File: src/rtl/memory_to_memory_instruction_stepper_assert.svh
// Assertion macros used by the instruction stepper controller.
`ifndef MEMORY_TO_MEMORY_INSTRUCTION_STEPPER_ASSERT_SVH
`define MEMORY_TO_MEMORY_INSTRUCTION_STEPPER_ASSERT_SVH
`ifndef SYNTHESIS
`define MMIS_ASSERT_SAME(lbl, ante, cons, msg) \
    lbl: assert property (@(posedge i_clk) disable iff (!i_rst_n) (ante) |-> (cons)) \
        else $error(msg);
`define MMIS_ASSERT_NEXT(lbl, ante, cons, msg) \
    lbl: assert property (@(posedge i_clk) disable iff (!i_rst_n) (ante) |=> (cons)) \
        else $error(msg);
`else
`define MMIS_ASSERT_SAME(lbl, ante, cons, msg)
`define MMIS_ASSERT_NEXT(lbl, ante, cons, msg)
`endif
`endif

File: src/rtl/mmis_pkg.sv
// Shared constants, codes, types and helpers of the instruction stepper.
package mmis_pkg;
    localparam int DATA_WORDS    = 256;
    localparam int PROGRAM_WORDS = 512;
    localparam int DA_W  = $clog2(DATA_WORDS);
    localparam int PA_W  = $clog2(PROGRAM_WORDS);
    localparam int PC_W  = PA_W + 1;
    localparam int TGT_W = ((PC_W > 10) ? PC_W : 10) + 2;

    localparam logic [1:0] OPN_LOAD   = 2'd0;
    localparam logic [1:0] OPN_STEP   = 2'd1;
    localparam logic [1:0] OPN_REWIND = 2'd2;
    localparam logic [1:0] OPN_CLEAR  = 2'd3;

    localparam logic [3:0] OPC_ADD   = 4'd0;
    localparam logic [3:0] OPC_SUB   = 4'd1;
    localparam logic [3:0] OPC_MUL   = 4'd2;
    localparam logic [3:0] OPC_DIV   = 4'd3;
    localparam logic [3:0] OPC_POW   = 4'd4;
    localparam logic [3:0] OPC_READ  = 4'd5;
    localparam logic [3:0] OPC_PRINT = 4'd6;
    localparam logic [3:0] OPC_STORE = 4'd7;
    localparam logic [3:0] OPC_JUMP  = 4'd8;
    localparam logic [3:0] OPC_JEQ   = 4'd9;

    localparam logic [1:0] ST_OK     = 2'd0;
    localparam logic [1:0] ST_FULL   = 2'd1;
    localparam logic [1:0] ST_DIV0   = 2'd2;
    localparam logic [1:0] ST_HALTED = 2'd3;

    typedef struct packed {
        logic [7:0]  c;
        logic [31:0] b;
        logic [9:0]  a;
        logic [3:0]  op;
    } t_instr;

    typedef struct packed {
        logic capture;
        logic simple;
        logic fetch;
        logic rdops;
        logic iter_start;
        logic exec;
        logic emit;
    } t_cmd;

    typedef struct packed {
        logic [1:0] operation;
        logic       halted;
        logic       needs_iter;
        logic       iter_done;
        logic       out_full;
    } t_sts;

    // Data address: low byte of a field, wrapped to the data memory depth.
    function automatic logic [DA_W-1:0] addr_of(input logic [7:0] v);
        return DA_W'(v);
    endfunction
endpackage

File: src/rtl/mmis_ctrl.sv
// Controller state machine sequencing each item through the datapath.
`include "memory_to_memory_instruction_stepper_assert.svh"
module mmis_ctrl
    import mmis_pkg::*;
(
    input  logic i_clk,
    input  logic i_rst_n,
    input  logic i_valid,
    output logic o_ready,
    input  t_sts i_sts,
    output t_cmd o_cmd
);
    localparam logic [2:0] S_IDLE = 3'd0;
    localparam logic [2:0] S_DISP = 3'd1;
    localparam logic [2:0] S_RDOP = 3'd2;
    localparam logic [2:0] S_EXEC = 3'd3;
    localparam logic [2:0] S_WAIT = 3'd4;
    localparam logic [2:0] S_FIN  = 3'd5;

    logic [2:0] r_state, n_state;

    always_comb begin
        n_state = r_state;
        o_cmd   = '0;
        o_ready = (r_state == S_IDLE);
        case (r_state)
            S_IDLE: begin
                if (i_valid) begin
                    o_cmd.capture = 1'b1;
                    n_state = S_DISP;
                end
            end
            S_DISP: begin
                if (i_sts.operation != OPN_STEP || i_sts.halted) begin
                    o_cmd.simple = 1'b1;
                    n_state = S_FIN;
                end else begin
                    o_cmd.fetch = 1'b1;
                    n_state = S_RDOP;
                end
            end
            S_RDOP: begin
                o_cmd.rdops = 1'b1;
                n_state = S_EXEC;
            end
            S_EXEC: begin
                if (i_sts.needs_iter) begin
                    o_cmd.iter_start = 1'b1;
                    n_state = S_WAIT;
                end else begin
                    o_cmd.exec = 1'b1;
                    n_state = S_FIN;
                end
            end
            S_WAIT: begin
                if (i_sts.iter_done) begin
                    o_cmd.exec = 1'b1;
                    n_state = S_FIN;
                end
            end
            S_FIN: begin
                if (!i_sts.out_full) begin
                    o_cmd.emit = 1'b1;
                    n_state = S_IDLE;
                end
            end
            default: n_state = S_IDLE;
        endcase
    end

    always_ff @(posedge i_clk) begin
        if (!i_rst_n) begin
            r_state <= S_IDLE;
        end else begin
            r_state <= n_state;
        end
    end

    `MMIS_ASSERT_NEXT(a_start_waits, o_cmd.iter_start, r_state == S_WAIT, "unit start left wait")
    `MMIS_ASSERT_SAME(a_emit_free, o_cmd.emit, !i_sts.out_full, "result emitted into full slot")
    `MMIS_ASSERT_NEXT(a_accept_disp, o_cmd.capture, r_state == S_DISP, "accept not dispatched")
endmodule

File: config.mk
export PLATFORM = sky130hd
export DESIGN_NAME = mmis_ctrl
export DESIGN_NICKNAME = d
export VERILOG_FILES = /design/src/rtl/mmis_pkg.sv /design/src/rtl/mmis_ctrl.sv
export VERILOG_INCLUDE_DIRS = /design/src /design/src/rtl
export SDC_FILE = /design/constraint.sdc
export NUM_CORES = 1
export LEC_CHECK = 0
export BUFFER_PORTS_ARGS = -buffer_cell sky130_fd_sc_hd__buf_2
export CORE_AREA = 2 2 39 41
export DETAILED_ROUTE_END_ITERATION = 16
export DIE_AREA = 0 0 41 43
export SETUP_SLACK_MARGIN = 0.5
export SLEW_MARGIN = 20
export SYNTH_ARGS = -nofsm -noshare
export SYNTH_HDL_FRONTEND = slang
export SYNTH_SLANG_ARGS = --single-unit
File: constraint.sdc
create_clock -name i_clk -period 0.99 [get_ports i_clk]
set_input_delay 0.198 -clock i_clk [delete_from_list [all_inputs] [get_ports i_clk]]
set_output_delay 0.198 -clock i_clk [all_outputs]
set_load 0.02 [all_outputs]
==> flow_metrics.env, run 1 <==
export IMPL_max_stage_delay_ns=0.41
export IMPL_rows=14
export IMPL_grt_overflow=0
export IMPL_async_flop_share_pct=0
export IMPL_grt_antenna_before_repair=0
export IMPL_cpLargestDelayFamily="flip-flops"
export IMPL_worstSetupStartpointType="flop"
export IMPL_startpoint="r_state[1]"
export IMPL_min_period_ns=1.33
export IMPL_synth_fa_ha_area_share_pct=0
export IMPL_clk_path_buf_depth=2
export IMPL_cap_violations=0
export IMPL_core_area_um2=1380
export IMPL_synth_top_family_by_area="simple AND/OR/NAND/NOR gates"
export IMPL_final_layout_size_suffix_gt1_share_pct=82.4
export IMPL_start_util_pct=18.0
export IMPL_synth_compound_area_share_pct=24.1
export IMPL_placed_area_um2=492
export IMPL_status="finished with violations"
export IMPL_top_register="r_state"
export IMPL_fmax_ghz=0.755
export IMPL_final_nets=78
export IMPL_synthMuxAreaShare_pct=0
export IMPL_yosys_area_share_xor_xnor_pct=0
export IMPL_fin_crit_sh_pct=134
export IMPL_clockRootBuffer="clkbuf_4"
export IMPL_ios=17
export IMPL_fin_total_pwr_mw=0.887
export IMPL_crit_path_top_delay_cell="dfxtp_4"
export IMPL_failed_checks="setup timing"
export IMPL_worstHoldStart="i_rst_n"
export IMPL_wl_per_cell_um=10.9
export IMPL_largest_register_ffs=3
export IMPL_pre_cts_slack_ns=-0.242
export IMPL_timing_setup_tns_ns=-2.60
export IMPL_grt_pass1_wl_um=1440
export IMPL_fin_area_um2=664
export IMPL_reg_top3="r_state x3"
export IMPL_syn_nets=45
export IMPL_dr_pass1_iters=4
export IMPL_worst_slew_pin_slew_ns=0.208
export IMPL_synth_edff_count=0
export IMPL_cts_buffers_inserted=3
export IMPL_ir_worst_vdd_uv=674
export IMPL_synth_seq_cells=3
export IMPL_synth_cell_type_count=20
export IMPL_setup_violations=10
export IMPL_critPathBufInv=2
export IMPL_vias=375
export IMPL_rsz0062_at_grt="true"
export IMPL_critPathRequiredTime_ns=0.79
export IMPL_reg2reg_slack_ns=-0.14
export IMPL_crit_end="o_cmd[1]"
export IMPL_r2r_end="r_state[0]"
export IMPL_slew_headroom_pct=86.1
export IMPL_ys_warn_count=0
export IMPL_worstPathArrival_ns=1.13
export IMPL_cts_max_level=1
export IMPL_synth_seq_area_share_pct=24.1
export IMPL_dp_hpwl_um=634
export IMPL_syn_cell_area_um2=249
export IMPL_grt_max_degree=8
export IMPL_grt_usage_pct=12.7
export IMPL_whs_path_depth=2
export IMPL_fin_ws_ns=-0.335
export IMPL_routed_via_density=4.46
export IMPL_syn_to_final_growth_pct=167
export IMPL_cts_hold_fix_buffers=0
export IMPL_reg2reg_depth=6
export IMPL_path_cells="inv_4 -> nor2_2 -> nand2_2 -> o32ai_4 -> buf_6"
export IMPL_avgSynthCellArea_um2=6.92
export IMPL_ys_flop_type="dfxtp_1"
export IMPL_route_detailed_drc=0
export IMPL_slew_viol_final=0
export IMPL_hold_viol=0
export IMPL_cp_depth=5
export IMPL_cts_tree="built"
export IMPL_drtIter0Drc=1
export IMPL_netlist_instances=36
export IMPL_path_class="flop to primary output"
export IMPL_crit_path_end_kind="primary output"
export IMPL_hold_path_class="input pin to flop"
export IMPL_synth_simple_gate_area_share_pct=45.2
export IMPL_clk_pin_slew_ns=0.03
export IMPL_place_congestion=0.768
export IMPL_first_global_vias=367
export IMPL_p_leak_nw=0.293
export IMPL_powerDensity_nw_per_um2=1330
export IMPL_ant_nets=0
export IMPL_chipWidth_um=41
export IMPL_die_h_um=43
export IMPL_n_antenna_cell=0
export IMPL_worstSkewPairLatency_ns=0.23
export IMPL_regToRegStartpoint="r_state[1]"
export IMPL_wl_um=918
export IMPL_cts_num_sinks=3
export IMPL_die_area_um2=1760
export IMPL_cp_max_fo=5
export IMPL_fin_skew_ns=0.00381
export IMPL_io_buffers=16
==> final cells by class <==
type / count / area (um^2)
Sequential cell: 3 / 71.3
Clock buffer: 4 / 26.3
Tap cell: 16 / 20.0
Timing Repair Buffer: 29 / 263
Inverter: 3 / 16.3
Fill cell: 140 / 719
Multi-Input combinational cell: 29 / 268
==> worst min-delay path by stage <==
stage,to,slack (ns)
after floorplan,r_state[2],0.33
after global placement,r_state[1],0.46
after detailed placement,r_state[2],0.46
after CTS,r_state[1],0.23
after global routing,r_state[1],0.20
final,r_state[1],0.23
==> cell families (layout without fill, tap and decap cells) <==
family          after synthesis  after routing
simple gates                 20             20
compound gates                9              9
flops                         3              3
buf+inv                       4             36
==> cell usage after synthesis, types with 2 or more instances <==
cell type	n	area, um^2
a21oi_1	2	10.0
and3_1	3	18.8
dfxtp_1	3	60.1
inv_1	2	7.51
nand2_1	4	15.0
nor2_1	4	15.0
nor3_1	3	15.0
o21ai_0	3	15.0
==> cell usage in the layout (no fill, tap or decap) <==
master and n:
buf_6 14, buf_2 8, buf_4 6, o21ai_1 3, clkbuf_4 3, dfxtp_4 3
nor2_4 2, and3_4 2, inv_4 2, nand2_2 2, nand2_1 2, or3b_4 1
nor3_2 1, nor3_4 1, nand2b_4 1, nor2_2 1, o32ai_4 1, and3_2 1
nor2b_4 1, and2_4 1, o21ai_2 1, a21oi_1 1, a211oi_2 1, inv_1 1
a2bb2oi_2 1, nor2_1 1, nor3_1 1, a21oi_2 1, nand3b_1 1, and3_1 1
clkbuf_1 1, buf_12 1
==> report_power, final <==
part / switching, mW / total [mW] / internal, mW
clock: 0.0650 / 0.216 / 0.151
combinational: 0.195 / 0.487 / 0.292
sequential: 0.0437 / 0.184 / 0.140
total: 0.304 / 0.887 / 0.583
==> what timing repair did <==
action,CTS,global route
endpoints found under the setup margin,11,11
pin swaps,6,8
gates resized for setup,29,10
buffers inserted,0,3
==> stage by stage <==
step           hold WS [ns]  std cells  util [%]
4_1_cts               0.225         81      43.9
3_3_place_gp          0.455         77      35.5
6_report              0.226         84      48.0
3_5_place_dp          0.457         77      35.5
5_1_grt               0.203         84      48.0
2_1_floorplan         0.329         36         -
==> per-layer routing <==
metal	part of all wire [%]	global-route usage, %
met1	36	12.5
met2	54	18.8
met3	7.5	4.71
met4	2.2	12.0
met5	0	0
Power figures use the tool's default switching activity.
==> run 2, diff against run 1 <==
- CELL_PAD_IN_SITES_DETAIL_PLACEMENT: not set -> 1
- CELL_PAD_IN_SITES_GLOBAL_PLACEMENT: not set -> 1
- PLACE_DENSITY_LB_ADDON: not set -> 0.1
==> run 2 against run 1 <==
  * The flow still finishes with violations (setup timing)
  * First-iteration DRC count increased to 3.0 times the previous value
  * Flip-flop and latch count unchanged
  * Utilization decreased by 5.3 points
  * Die area unchanged
  * Clock skew decreased by 0.0018 ns
  * Combinational power decreased by 25%
  * Largest cell class unchanged
  * Highest routed layer is now met3
==> flow_metrics.env, run 2 (synthesized netlist as in run 1, its figures left out) <==
export IMPL_status="finished with violations"
export IMPL_failed_checks="setup timing"
export IMPL_p_sw_mw=0.280
export IMPL_syn_to_final_growth_pct=137
export IMPL_route_detailed_drc=0
export IMPL_p_leak_nw=0.257
export IMPL_max_stage_delay_ns=0.40
export IMPL_worst_slew_pin_slew_ns=0.220
export IMPL_seqCellArea_um2=71.3
export IMPL_chipWidth_um=41
export IMPL_seqPwrFrac_pct=24.3
export IMPL_p_sw_share_pct=36.6
export IMPL_timing_setup_tns_ns=-2.86
export IMPL_route_met2_wl_um=564
export IMPL_worstSetupStartpointType="flop"
export IMPL_ir_worst_vdd_uv=566
export IMPL_highest_layer="met3"
export IMPL_die_area_um2=1760
export IMPL_clk_pin_slew_ns=0.04
export IMPL_top_register="r_state"
export IMPL_mostFrequentLayoutCell="buf_4"
export IMPL_fin_area_um2=591
export IMPL_clk_path_buf_depth=2
export IMPL_cts_hold_fix_buffers=0
export IMPL_vias=371
export IMPL_cap_violations=0
export IMPL_n_fill_cell=169
export IMPL_rows=14
export IMPL_hold_path_class="input pin to flop"
export IMPL_path_class="flop to primary output"
export IMPL_worstPathArrival_ns=1.14
export IMPL_path_cells="inv_2 -> o32ai_4 -> buf_6"
export IMPL_fin_ws_ns=-0.349
export IMPL_slew_viol_final=0
export IMPL_wl_per_cell_um=12.5
export IMPL_final_nets=74
export IMPL_grt_pass1_wl_um=1680
export IMPL_grt_usage_pct=14.2
export IMPL_fmax_ghz=0.747
export IMPL_rsz0062_at_grt="true"
export IMPL_placed_area_um2=457
export IMPL_first_global_vias=403
export IMPL_die_h_um=43
export IMPL_crit_path_top_delay_cell="dfxtp_4"
export IMPL_wl_met3_um=41
export IMPL_drtIter0Drc=3
export IMPL_cts_num_sinks=3
export IMPL_place_congestion=0.718
export IMPL_layout_common_cells="buf_4, buf_2, buf_6"
export IMPL_grt_max_degree=10
export IMPL_grt_antenna_before_repair=0
export IMPL_worstSkewPairLatency_ns=0.23
export IMPL_fin_crit_sh_pct=135
export IMPL_grt_overflow=0
export IMPL_cp_max_fo=5
export IMPL_cpLargestDelayFamily="flip-flops"
export IMPL_fin_skew_ns=0.00202
export IMPL_dr_pass1_iters=2
export IMPL_routed_via_density=4.64
export IMPL_clockRootBuffer="clkbuf_4"
export IMPL_final_layout_size_suffix_gt1_share_pct=76.6
export IMPL_m1WireLength_um=395
export IMPL_wl_um=1000
export IMPL_p_clk_share_pct=27.8
export IMPL_core_area_um2=1380
export IMPL_cts_buffers_inserted=3
export IMPL_share_comb_of_total_power_pct=48.0
export IMPL_power_internal_mw=0.485
export IMPL_critPathBufInv=2
export IMPL_crit_path_end_kind="primary output"
export IMPL_ios=17
export IMPL_min_period_ns=1.34
export IMPL_powerDensity_nw_per_um2=1300
export IMPL_hold_viol=0
export IMPL_reg_top3="r_state x3"
export IMPL_slew_headroom_pct=85.4
export IMPL_cts_max_level=1
export IMPL_ant_nets=0
export IMPL_io_buffers=16
export IMPL_multiInputGateArea_um2=262
export IMPL_n_antenna_cell=0
export IMPL_fin_total_pwr_mw=0.765
export IMPL_cts_tree="built"
export IMPL_critPathRequiredTime_ns=0.79
export IMPL_setup_violations=10
export IMPL_start_util_pct=18.0
export IMPL_largest_register_ffs=3
==> run 2: per-layer routing <==
metal | vias to the layer above | GRT usage [%]
li1 | 186 | -
met1 | 176 | 16.6
met2 | 9 | 22.5
met3 | 0 | 3.14
met4 | 0 | 8.00
met5 | - | 0
==> run 2: path summary, 6_finish.rpt <==
| path | from | endpoint | slack [ns] | cells after the start |
|---|---|---|---|---|
| worst max register to register | r_state[1] | r_state[0] | -0.31 | 7 |
| worst min register to register | r_state[0] | r_state[0] | 0.59 | 2 |
| worst min-delay path | i_rst_n | r_state[2] | 0.23 | 3 |
| worst max-delay path | r_state[2] | o_cmd[1] | -0.35 | 3 |
==> run 2: worst register-to-register path, stage by stage, from the launching register on <==
cell and delay [ns]:
dfxtp_4 0.41, inv_4 0.06, buf_4 0.13, buf_4 0.12
buf_6 0.11, o21ai_2 0.11, a211oi_2 0.08, nor3_1 0.18
==> run 2: cell type report <==
type / count / share of cell area [%]
Clock buffer: 4 / 4.45
Inverter: 3 / 2.33
Multi-Input combinational cell: 29 / 44.3
Sequential cell: 3 / 12.1
Tap cell: 16 / 3.39
Timing Repair Buffer: 25 / 33.5
==> run 2: timing repair <==
| action | 4_1_cts | 5_1_grt |
|---|---|---|
| endpoints found under the setup margin | 11 | 11 |
| buffers inserted | 1 | 1 |
| pin swaps | 5 | 3 |
| resized for setup | 25 | 4 |
==> run 2: power by group through the flow <==
stage	combinational, mW	clock (mW)	sequential [mW]
final	0.367	0.213	0.185
after global routing	0.391	0.241	0.190
after CTS	0.360	0.225	0.183
after detailed placement	0.301	0	0.175
after global placement	0.289	0	0.176
after floorplan	0.204	0	0.163
==> run 2: through the flow <==
stage / hold slack (ns) / cells / setup slack, ns / util [%]
3_5_place_dp: 0.456 / 74 / -0.251 / 33.0
2_1_floorplan: 0.329 / 36 / -0.160 / -
4_1_cts: 0.222 / 79 / -0.345 / 41.1
5_1_grt: 0.216 / 80 / -0.424 / 42.7
3_3_place_gp: 0.457 / 74 / -0.233 / 33.0
6_report: 0.228 / 80 / -0.349 / 42.7
